==> config.mk <==
export PLATFORM = sky130hd
export DESIGN_NAME = tkh_ctrl
export DESIGN_NICKNAME = d
export VERILOG_FILES = /design/src/tkh_pkg.sv /design/src/tkh_ctrl.sv
export VERILOG_INCLUDE_DIRS = /design/src /design/src/src
export SDC_FILE = /design/constraint.sdc
export NUM_CORES = 1
export LEC_CHECK = 0
export BUFFER_PORTS_ARGS = -buffer_cell sky130_fd_sc_hd__buf_4
export CORE_MARGIN = 2
export CORE_UTILIZATION = 37
export CTS_CLUSTER_DIAMETER = 30
export DETAILED_ROUTE_END_ITERATION = 10
export GPL_TIMING_DRIVEN = 1
export PLACE_DENSITY_LB_ADDON = 0.15
export SYNTH_ARGS = -nofsm -noshare
export SYNTH_HDL_FRONTEND = slang
export SYNTH_SLANG_ARGS = --single-unit
==> constraint.sdc <==
create_clock -name clk -period 1.8 [get_ports clk]
set_input_delay 0.09 -clock clk [delete_from_list [all_inputs] [get_ports clk]]
set_output_delay 0.09 -clock clk [all_outputs]
set_load 0.005 [all_outputs]
==> src/triangle_key_hash_table_unit_defines.svh <==
// Assertion helpers for the triangle key hash table
`ifndef TRIANGLE_KEY_HASH_TABLE_UNIT_DEFINES_SVH
`define TRIANGLE_KEY_HASH_TABLE_UNIT_DEFINES_SVH

// same-cycle implication
`define TKH_ASSERT_IMP(label, clk, rst, ante, cons, msg) \
  label: assert property (@(posedge clk) disable iff (rst) (ante) |-> (cons)) else $error(msg);

// next-cycle implication
`define TKH_ASSERT_NXT(label, clk, rst, ante, cons, msg) \
  label: assert property (@(posedge clk) disable iff (rst) (ante) |=> (cons)) else $error(msg);

`endif

==> src/tkh_pkg.sv <==
`timescale 1ns / 1ps
package tkh_pkg;

  localparam int TABLE_DEPTH = 4096;
  localparam int ADDR_BITS   = $clog2(TABLE_DEPTH);
  localparam int CNT_BITS    = ADDR_BITS + 1;
  localparam int VERTEX_BITS = 20;
  localparam int SUM_BITS    = VERTEX_BITS + 2;
  localparam int NUM_BITS    = 20;
  localparam int LABEL_BITS  = 16;
  localparam int MAX_LABELS  = 4;
  localparam int HASH_BITS   = VERTEX_BITS + 7;
  localparam int DIV_CNT_BITS = $clog2(HASH_BITS + 1);
  localparam int HASH_A      = 31;
  localparam int HASH_B      = 57;
  localparam int BUCKET_RESET = 1024;
  localparam int LIMIT_RESET  = 4096;

  localparam logic [1:0] ACT_INSERT = 2'd0;
  localparam logic [1:0] ACT_LOOKUP = 2'd1;
  localparam logic [1:0] ACT_CLEAR  = 2'd2;

  localparam logic [2:0] ST_INSERTED = 3'd0;
  localparam logic [2:0] ST_SKIPPED  = 3'd1;
  localparam logic [2:0] ST_FULL     = 3'd2;
  localparam logic [2:0] ST_FOUND    = 3'd3;
  localparam logic [2:0] ST_ABSENT   = 3'd4;
  localparam logic [2:0] ST_TAKEN    = 3'd5;
  localparam logic [2:0] ST_CLEARED  = 3'd6;

  localparam logic [2:0] REG_BUCKETS = 3'd0;
  localparam logic [2:0] REG_LIMIT   = 3'd1;
  localparam logic [2:0] REG_REFCNT  = 3'd2;
  localparam logic [2:0] REG_SEL0    = 3'd3;
  localparam logic [2:0] REG_SEL1    = 3'd4;
  localparam logic [2:0] REG_SEL2    = 3'd5;
  localparam logic [2:0] REG_SEL3    = 3'd6;

  typedef enum logic [3:0] {
    S_SWEEP_RST, S_SWEEP, S_IDLE, S_HASH, S_DIV, S_HWAIT, S_HEAD,
    S_WWAIT, S_WALK, S_NEW, S_FIN
  } state_t;

  typedef struct packed {
    logic [VERTEX_BITS-1:0] mn;
    logic [VERTEX_BITS-1:0] mx;
    logic [SUM_BITS-1:0]    sum;
    logic [NUM_BITS-1:0]    num;
    logic                   taken;
    logic [ADDR_BITS-1:0]   nxt;
  } slot_t;

  typedef struct packed {
    logic       load;
    logic       count;
    logic       clr_init;
    logic       hash;
    logic       div_step;
    logic       addr_rem;
    logic       adv;
    logic       wr_head;
    logic       wr_link;
    logic       wr_new;
    logic       wr_taken;
    logic       clr_wr;
    logic       set_code;
    logic [2:0] code;
    logic       emit;
  } cmd_t;

  typedef struct packed {
    logic hit;
    logic div_done;
    logic clr_done;
    logic head_empty;
    logic match;
    logic next_zero;
    logic taken;
    logic steps_max;
    logic full;
    logic out_hold;
  } sts_t;

endpackage

==> src/tkh_ctrl.sv <==
`timescale 1ns / 1ps
`include "triangle_key_hash_table_unit_defines.svh"
module tkh_ctrl (
  input  logic              clk,
  input  logic              rst,
  input  logic              item_valid,
  input  logic [1:0]        action,
  output logic              item_stall,
  input  tkh_pkg::sts_t     sts,
  output tkh_pkg::cmd_t     cmd
);
  import tkh_pkg::*;

  state_t state, state_next;
  logic   is_ins;

  always_ff @(posedge clk) begin
    if (rst) state <= S_SWEEP_RST;
    else     state <= state_next;
  end

  always_ff @(posedge clk) begin
    if (state == S_IDLE && item_valid) is_ins <= (action == ACT_INSERT);
  end

  assign item_stall = (state != S_IDLE);

  always_comb begin
    state_next = state;
    unique case (state)
      S_SWEEP_RST: if (sts.clr_done) state_next = S_IDLE;
      S_SWEEP:     if (sts.clr_done) state_next = S_FIN;
      S_IDLE: begin
        if (item_valid) begin
          unique case (action)
            ACT_INSERT: state_next = sts.hit ? S_HASH : S_FIN;
            ACT_LOOKUP: state_next = S_HASH;
            ACT_CLEAR:  state_next = S_SWEEP;
            default:    state_next = S_FIN;
          endcase
        end
      end
      S_HASH:  state_next = S_DIV;
      S_DIV:   if (sts.div_done) state_next = S_HWAIT;
      S_HWAIT: state_next = S_HEAD;
      S_WWAIT: state_next = S_WALK;
      S_HEAD, S_WALK: begin
        if (state == S_HEAD && sts.head_empty) state_next = S_FIN;
        else if (is_ins) begin
          if (!sts.steps_max && !sts.next_zero) state_next = S_WWAIT;
          else if (sts.full) state_next = S_FIN;
          else state_next = S_NEW;
        end else begin
          if (sts.steps_max || sts.match || sts.next_zero) state_next = S_FIN;
          else state_next = S_WWAIT;
        end
      end
      S_NEW:   state_next = S_FIN;
      S_FIN:   if (!sts.out_hold) state_next = S_IDLE;
      default: state_next = S_IDLE;
    endcase
  end

  always_comb begin
    cmd = '0;
    unique case (state)
      S_SWEEP_RST: cmd.clr_wr = 1'b1;
      S_SWEEP:     cmd.clr_wr = 1'b1;
      S_IDLE: begin
        if (item_valid) begin
          cmd.load = 1'b1;
          cmd.set_code = 1'b1;
          unique case (action)
            ACT_INSERT: begin
              cmd.count = sts.hit;
              cmd.code  = ST_SKIPPED;
            end
            ACT_LOOKUP: cmd.code = ST_ABSENT;
            ACT_CLEAR: begin
              cmd.clr_init = 1'b1;
              cmd.code = ST_CLEARED;
            end
            default: cmd.code = ST_ABSENT;
          endcase
        end
      end
      S_HASH: cmd.hash = 1'b1;
      S_DIV: begin
        if (sts.div_done) cmd.addr_rem = 1'b1;
        else cmd.div_step = 1'b1;
      end
      S_HWAIT, S_WWAIT: ;
      S_HEAD, S_WALK: begin
        cmd.set_code = 1'b1;
        if (state == S_HEAD && sts.head_empty) begin
          if (is_ins) begin
            cmd.wr_head = 1'b1;
            cmd.code = ST_INSERTED;
          end else begin
            cmd.code = ST_ABSENT;
          end
        end else if (is_ins) begin
          if (!sts.steps_max && !sts.next_zero) cmd.adv = 1'b1;
          else if (sts.full) cmd.code = ST_FULL;
          else begin
            cmd.wr_link = 1'b1;
            cmd.code = ST_INSERTED;
          end
        end else begin
          if (sts.steps_max || sts.match || sts.next_zero) begin
            if (!sts.match) cmd.code = ST_ABSENT;
            else if (sts.taken) cmd.code = ST_TAKEN;
            else begin
              cmd.wr_taken = 1'b1;
              cmd.code = ST_FOUND;
            end
          end else begin
            cmd.adv = 1'b1;
          end
        end
      end
      S_NEW: cmd.wr_new = 1'b1;
      S_FIN: cmd.emit = !sts.out_hold;
      default: ;
    endcase
  end

  `TKH_ASSERT_IMP(a_one_write, clk, rst, 1'b1, $onehot0({cmd.wr_head, cmd.wr_link, cmd.wr_new, cmd.wr_taken, cmd.clr_wr}), "more than one slot write")
  `TKH_ASSERT_NXT(a_fin_leave, clk, rst, state == S_FIN && !sts.out_hold, state == S_IDLE, "result not handed off")
  `TKH_ASSERT_NXT(a_clear_go, clk, rst, state == S_IDLE && item_valid && action == ACT_CLEAR, state == S_SWEEP, "clear did not start sweep")
  `TKH_ASSERT_NXT(a_link_new, clk, rst, cmd.wr_link, state == S_NEW, "link without new slot")

endmodule

==> results of run 1 <==
-- worst min path at each step --
stage	start	end	slack (ns)	cells past startpoint
floorplan	rst	state[1]	0.16	1
global placement	rst	state[2]	0.30	2
detailed placement	rst	state[2]	0.30	2
CTS	rst	state[2]	0.02	2
global route	rst	state[1]	0.02	2
finish	rst	state[1]	0.02	2
-- worst reg2reg max path: stages, from the launching register on --
cell      delay, ns
dfxtp_4        0.36
or3b_4         0.43
a21o_4         0.25
buf_12         0.12
a21o_1         0.17
a311oi_1       0.24
-- cell type report --
cell class                 instances  area (um2)  share of cell area
tap                               27       33.78             0.02906
clock buffer                       3       22.52             0.01938
multi-input combinational         89       633.1              0.5447
clock inverter                     1       5.005            0.004306
timing repair buffer              43       335.3              0.2885
inverter                           3       11.26            0.009688
sequential                         5       121.4              0.1044
-- repair_timing --
action,4_1_cts,5_1_grt
pin swaps,0,4
buffers inserted,0,3
gates resized for setup,6,6
setup endpoints to repair,2,4
-- power by group through the flow --
stage / Clock, W / Combinational [W] / Sequential, W
after global placement: 0 / 0.000164 / 0.000131
after CTS: 0.000143 / 0.000170 / 0.000130
final: 0.000141 / 0.000180 / 0.000125
after floorplan: 0 / 0.0000924 / 0.000125
after global routing: 0.000153 / 0.000198 / 0.000125
after detailed placement: 0 / 0.000166 / 0.000131
-- layer usage --
metal / vias up / routed length (um) / track usage
met2: 33 / 1138 / 0.3153
met1: 440 / 1053 / 0.2565
met4: 0 / 25 / 0.08095
met5: - / 0 / 0
li1: 472 / - / -
met3: 4 / 115 / 0.02454
-- per-stage QoR --
| stage | instance area, um2 | cells |
|---|---|---|
| finish | 1162 | 171 |
| global route | 1162 | 171 |
| CTS | 1105 | 168 |
| detailed placement | 1052 | 164 |
| global placement | 1052 | 164 |
| floorplan | 758.2 | 105 |
-- cells by family (layout without fill, tap and decap cells) --
| kind of cell | Yosys count | count (layout) | synth area share |
|---|---|---|---|
| compound gates | 28 | 28 | 0.2508 |
| fa+ha+maj | 5 | 5 | 0.08251 |
| buf+inv | 11 | 50 | 0.06764 |
| flops | 5 | 5 | 0.1452 |
| mux | 2 | 2 | 0.02805 |
| simple gates | 54 | 54 | 0.4257 |
-- synthesized netlist by cell type --
library cell | count | area (um2)
a21bo_2 | 1 | 10.01
or3_1 | 2 | 12.51
a22oi_1 | 1 | 7.510
nor2_1 | 9 | 33.78
nand4bb_1 | 1 | 11.26
nand3_1 | 2 | 10.01
buf_6 | 1 | 11.26
or3b_4 | 1 | 11.26
a21o_1 | 3 | 22.52
or3b_2 | 1 | 8.760
nor4bb_1 | 1 | 10.01
mux2i_1 | 1 | 10.01
and3_1 | 2 | 12.51
o221a_2 | 1 | 11.26
buf_2 | 2 | 10.01
nand4b_1 | 2 | 17.52
o21ai_0 | 4 | 20.02
nand2_1 | 9 | 33.78
a311oi_1 | 1 | 8.760
a31oi_1 | 1 | 6.260
nand3b_1 | 3 | 22.52
or4b_1 | 1 | 10.01
nand4_1 | 1 | 6.260
buf_1 | 1 | 3.750
a22o_1 | 1 | 8.760
a221oi_1 | 1 | 8.760
mux2_2 | 1 | 11.26
a211oi_1 | 1 | 7.510
or4_1 | 1 | 7.510
clkbuf_1 | 4 | 15.01
edfxtp_1 | 1 | 30.03
inv_1 | 3 | 11.26
a21oi_1 | 8 | 40.04
and4_1 | 1 | 8.760
dfxtp_1 | 4 | 80.08
ha_1 | 5 | 62.56
o31ai_1 | 2 | 15.01
nand2b_1 | 4 | 25.02
o21a_1 | 2 | 15.01
nor2b_1 | 3 | 18.77
o32ai_1 | 1 | 8.760
and2_1 | 3 | 18.77
nor3_1 | 2 | 10.01
nor4b_1 | 1 | 8.760
nor4_1 | 4 | 25.02
-- placed cells by master, fill, tap and decap left out, types with 3 or more instances in the layout --
cell type  instances
buf_4             42
nand2b_1           4
nand3b_1           3
and2_1             3
a21oi_1            7
dfxtp_4            3
nand2_1            9
inv_1              3
nor2b_1            3
nor4_1             3
o21ai_0            4
ha_1               5
nor2_1             8
clkbuf_4           3
-- state kept, by name, summed over array words and instances, names as in the netlist --
name and flops:
state 4, is_ins 1
==> run_results.csv, run 1 <==
group,metric,value,unit
run_status,status,"completed",
worst_setup_path,r2r_end,"state[1]",
power_and_ir_drop,p_seq_frac,0.280,
worst_setup_path,r2r_start,"state[2]",
power_and_ir_drop,switching_share,0.3376,
worst_setup_path,crit_slowest_cell,"or3b_4",
power_and_ir_drop,cellLeakagePower,0.5211,nW
layout,finalCoreUtilization,0.5986,
cts,clk_path_buf_depth,2,
place,gp_congestion,0.8963,
cts,cts_tree,"done",
cts,htreeDepth,1,
global_route,grt_pass1_vias,875,
power_and_ir_drop,p_switching,0.0001505,W
power_and_ir_drop,comb_power_share,0.405,
synthesis,yosysUniqueCellTypes,45,
worst_setup_path,crit_required,1.71,ns
synthesis,ys_ff_latch,5,
worst_setup_path,critPathMaxFanout,5,
floorplanning,fp.dieH,49.27,um
worst_setup_path,crit_path_end_kind,"output pin",
cts,cts_buffers,3,
layout,drive_above_1_share,0.4167,
cts,cts_sinks,5,
cts,root_buffer,"clkbuf_4",
sta,min_period,1.761,ns
worst_setup_path,crit_family,"simple AND/OR/NAND/NOR gates",
power_and_ir_drop,intPower,0.0002953,W
place,dp_hpwl,1.746,mm
route,drtAntennaViolNets,0,
sta,setup-tns-final,0,ns
floorplanning,start_util,0.3905,
sta,setup_viol,0,
worst_setup_path,critical_path_arrival,1.67,ns
layout,antennaDiodeCount,0,
synthesis,syn_area,758.2,um2
worst_setup_path,crit_chain,"or3b_4, a21o_4, buf_12, nor4_4, buf_4",
sta,slew_headroom,0.7522,
place,port_buffers,32,
sta,tightestPinTransition,0.3689,ns
sta,postLayoutSetupSlackWorst,0.03894,ns
power_and_ir_drop,fin_total_pwr,0.0004458,W
worst_setup_path,r2r_slack,0.13,ns
floorplanning,rows,16,
synthesis,syn_avg_cell_area,7.221,um2
floorplanning,die_w,49.27,um
global_route,grt_max_degree,18,
worst_setup_path,startpoint_type,"flip-flop",
global_route,grt_pass1_wl,3.746,mm
route,drc,0,
route,viasPerCell,5.550,
worst_setup_path,critical_path_class,"reg -> out",
worst_setup_path,critPathMaxStageDelay,0.43,ns
cts,cts-hold-fix-buffers,0,
sta,finClkSkew,0.01460,ns
layout,nFillCells,198,
cts,path_clk_slew,0.06,ns
worst_setup_path,endpoint,"cmd[8]",
floorplanning,core_area,1942,um2
sta,finalHoldViolCount,0,
route,wl_per_cell,13.64,um
worst_setup_path,crit_start,"state[2]",
synthesis,synth.yosys.seq_area_share,0.1452,
job,maxCapViolCount,0,
power_and_ir_drop,p_per_area,383.5,nW/um2
worst_setup_path,cp_num_buf_inv,2,
cts,insertion_delay,0.26,ns
synthesis,syn_inst,105,
synthesis,synth_warnings,0,
route,dr.first_iter.drc_count,18,
global_route,grt_util_all_layers,0.1942,
floorplanning,die_area,2428,um2
sta,fmax,0.5678,GHz
layout,areaGrowthSynthToFinish,53.30,%
floorplanning,io_pins,33,
route,num_vias,949,
power_and_ir_drop,max-vdd-ir-drop,0.2650,mV
global_route,antenna_found_initial,0,
hold_path,hold_path_class,"in -> reg",
synthesis,syn_nets,125,
place,post-place-ws,0.2020,ns
worst_setup_path,r2r_cells,5,
layout,fin_nets,165,
global_route,overflow,0,
sta,whs,0.01980,ns
route,wl,2.333,mm
route,firstDrtPassIters,4,
power_and_ir_drop,clkPwrFrac,0.316,
sta,fin_crit_sh,0.9784,
worst_setup_path,path_depth,5,
sta,drv_slew,0,
Power figures use the tool's default switching activity.
==> run 2: changes to the inputs <==
--- a/config.mk
+++ b/config.mk
@@ -8,7 +8,7 @@
 export LEC_CHECK = 0
 export BUFFER_PORTS_ARGS = -buffer_cell sky130_fd_sc_hd__buf_4
 export CORE_MARGIN = 2
-export CORE_UTILIZATION = 37
+export CORE_UTILIZATION = 46
 export CTS_CLUSTER_DIAMETER = 30
 export DETAILED_ROUTE_END_ITERATION = 10
 export GPL_TIMING_DRIVEN = 1
==> run 2 against run 1 <==
Critical path depth is 1 lower. Hold slack improved by 0.0093 ns. Sequential power is 5% higher. Flip-flop and latch count unchanged. Cell count down 7.0%. Via count fell by 0.42%. Clock power about the same. Highest routed layer unchanged.
==> run_results.csv, run 2 (same netlist as run 1, synthesis figures left out) <==
group,metric,value,unit
place,dp_hpwl,1.640,mm
layout,top_register,"state",
hold_path,hold_path_class,"in -> reg",
layout,antennaDiodeCount,0,
route,num_vias,945,
power_and_ir_drop,p_switching,0.0001480,W
layout,stdcell_count,159,
cts,cts_buffers,3,
layout,areaGrowthSynthToFinish,46.70,%
job,maxCapViolCount,0,
worst_setup_path,startpoint_type,"flip-flop",
worst_setup_path,critical_path_class,"reg -> out",
global_route,grt_max_degree,18,
cts,cts_sinks,5,
worst_setup_path,crit_path_end_kind,"output pin",
route,firstDrtPassIters,4,
cts,clk_path_buf_depth,2,
sta,drv_slew,0,
global_route,overflow,0,
sta,setup_viol,0,
floorplanning,die_area,1989,um2
floorplanning,core_area,1524,um2
sta,fmax,0.5713,GHz
power_and_ir_drop,p_seq_frac,0.297,
layout,drive_above_1_share,0.3986,
cts,path_clk_slew,0.05,ns
route,viasPerCell,5.943,
floorplanning,fp.dieH,44.60,um
place,post-place-ws,0.08104,ns
sta,setup-tns-final,0,ns
power_and_ir_drop,clkPwrFrac,0.320,
global_route,grt_pass1_wl,3.574,mm
route,wl,2.403,mm
sta,finClkSkew,0.003570,ns
worst_setup_path,critical_path_arrival,1.66,ns
power_and_ir_drop,intPower,0.0002923,W
layout,final_common_cell,"buf_4",
global_route,grt_pass1_vias,780,
floorplanning,io_pins,33,
worst_setup_path,crit_required,1.71,ns
sta,finalHoldViolCount,0,
layout,fin_nets,164,
route,drtAntennaViolNets,0,
power_and_ir_drop,p_per_area,395.9,nW/um2
sta,grt_setup_unrepaired,"no",
sta,postLayoutSetupSlackWorst,0.04960,ns
cts,cts_tree,"done",
route,wl_per_cell,15.11,um
sta,slew_headroom,0.7785,
cts,root_buffer,"clkbuf_4",
power_and_ir_drop,comb_power_share,0.383,
floorplanning,start_util,0.4975,
layout,top_regs,"state: 4 flops, is_ins: 1 flops",
sta,min_period,1.750,ns
place,gp_congestion,0.8891,
place,port_buffers,32,
cts,insertion_delay,0.25,ns
layout,final_area,1112,um2
floorplanning,rows,14,
power_and_ir_drop,max-vdd-ir-drop,0.1862,mV
place,placed_cells,152,
hold_path,hold_path_depth,2,
power_and_ir_drop,switching_share,0.3361,
cts,htreeDepth,1,
sta,fin_crit_sh,0.9724,
run_status,status,"completed",
floorplanning,die_w,44.60,um
sta,tightestPinTransition,0.3297,ns
route,drc,0,
layout,largest_reg_flops,4,
layout,final_cell_mix,"42 x buf_4, 9 x nor2_1, 9 x nand2_1",
worst_setup_path,r2r_cells,5,
global_route,grt_util_all_layers,0.2458,
layout,nFillCells,125,
place,placed_area,1031,um2
route,dr.first_iter.drc_count,39,
worst_setup_path,critPathMaxFanout,8,
power_and_ir_drop,cellLeakagePower,0.5064,nW
cts,cts-hold-fix-buffers,0,
worst_setup_path,r2r_slack,0.13,ns
global_route,antenna_found_initial,0,
-- run 2: final timing paths --
check,start,end
setup / recovery,state[2],cmd[3]
hold / removal,rst,state[1]
setup reg to reg,state[3],state[1]
hold reg to reg,state[3],state[1]
-- run 2: worst max-delay path: stages (launching register included) --
cell and delay, ns:
dfxtp_4 0.37, or3b_4 0.44, a21o_4 0.24, o32ai_2 0.21, buf_4 0.15
-- run 2: power by group through the flow --
| stage | Sequential [W] | Clock, W | Combinational, W |
|---|---|---|---|
| floorplan | 0.000125 | 0 | 0.0000924 |
| global route | 0.000131 | 0.000143 | 0.000185 |
| CTS | 0.000131 | 0.000139 | 0.000162 |
| global placement | 0.000133 | 0 | 0.000158 |
| detailed placement | 0.000133 | 0 | 0.000160 |
| finish | 0.000131 | 0.000141 | 0.000169 |
-- run 2: stage by stage --
stage | total power [W] | hold slack, ns | util
2_1_floorplan | 0.0002176 | 0.1621 | -
3_3_place_gp | 0.0002919 | 0.2915 | 0.6765
3_5_place_dp | 0.0002931 | 0.2942 | 0.6765
4_1_cts | 0.0004329 | 0.02895 | 0.7028
5_1_grt | 0.0004590 | 0.04700 | 0.7299
6_report | 0.0004403 | 0.02905 | 0.7299
-- run 2: what timing repair did --
action	in CTS	in global routing
endpoints found under the setup margin	8	7
buffers inserted	0	3
hold endpoints to repair	0	0
pin swaps	1	2
gates resized for setup	5	5
-- run 2: layout make-up --
type,count,area (um2),share of cell area
multi-input combinational,89,618.1,0.5557
timing repair buffer,42,315.3,0.2835
sequential,5,121.4,0.1091
clock buffer,4,26.28,0.02362
tap,16,20.02,0.01800
inverter,3,11.26,0.01012
-- run 2: per-layer routing --
layer,global-route usage,share of wire,up-vias
met3,0.04490,0.066,4
met5,0,0,-
met1,0.3695,0.45,429
met4,0.07273,0.0087,0
li1,-,-,468
met2,0.3507,0.48,44
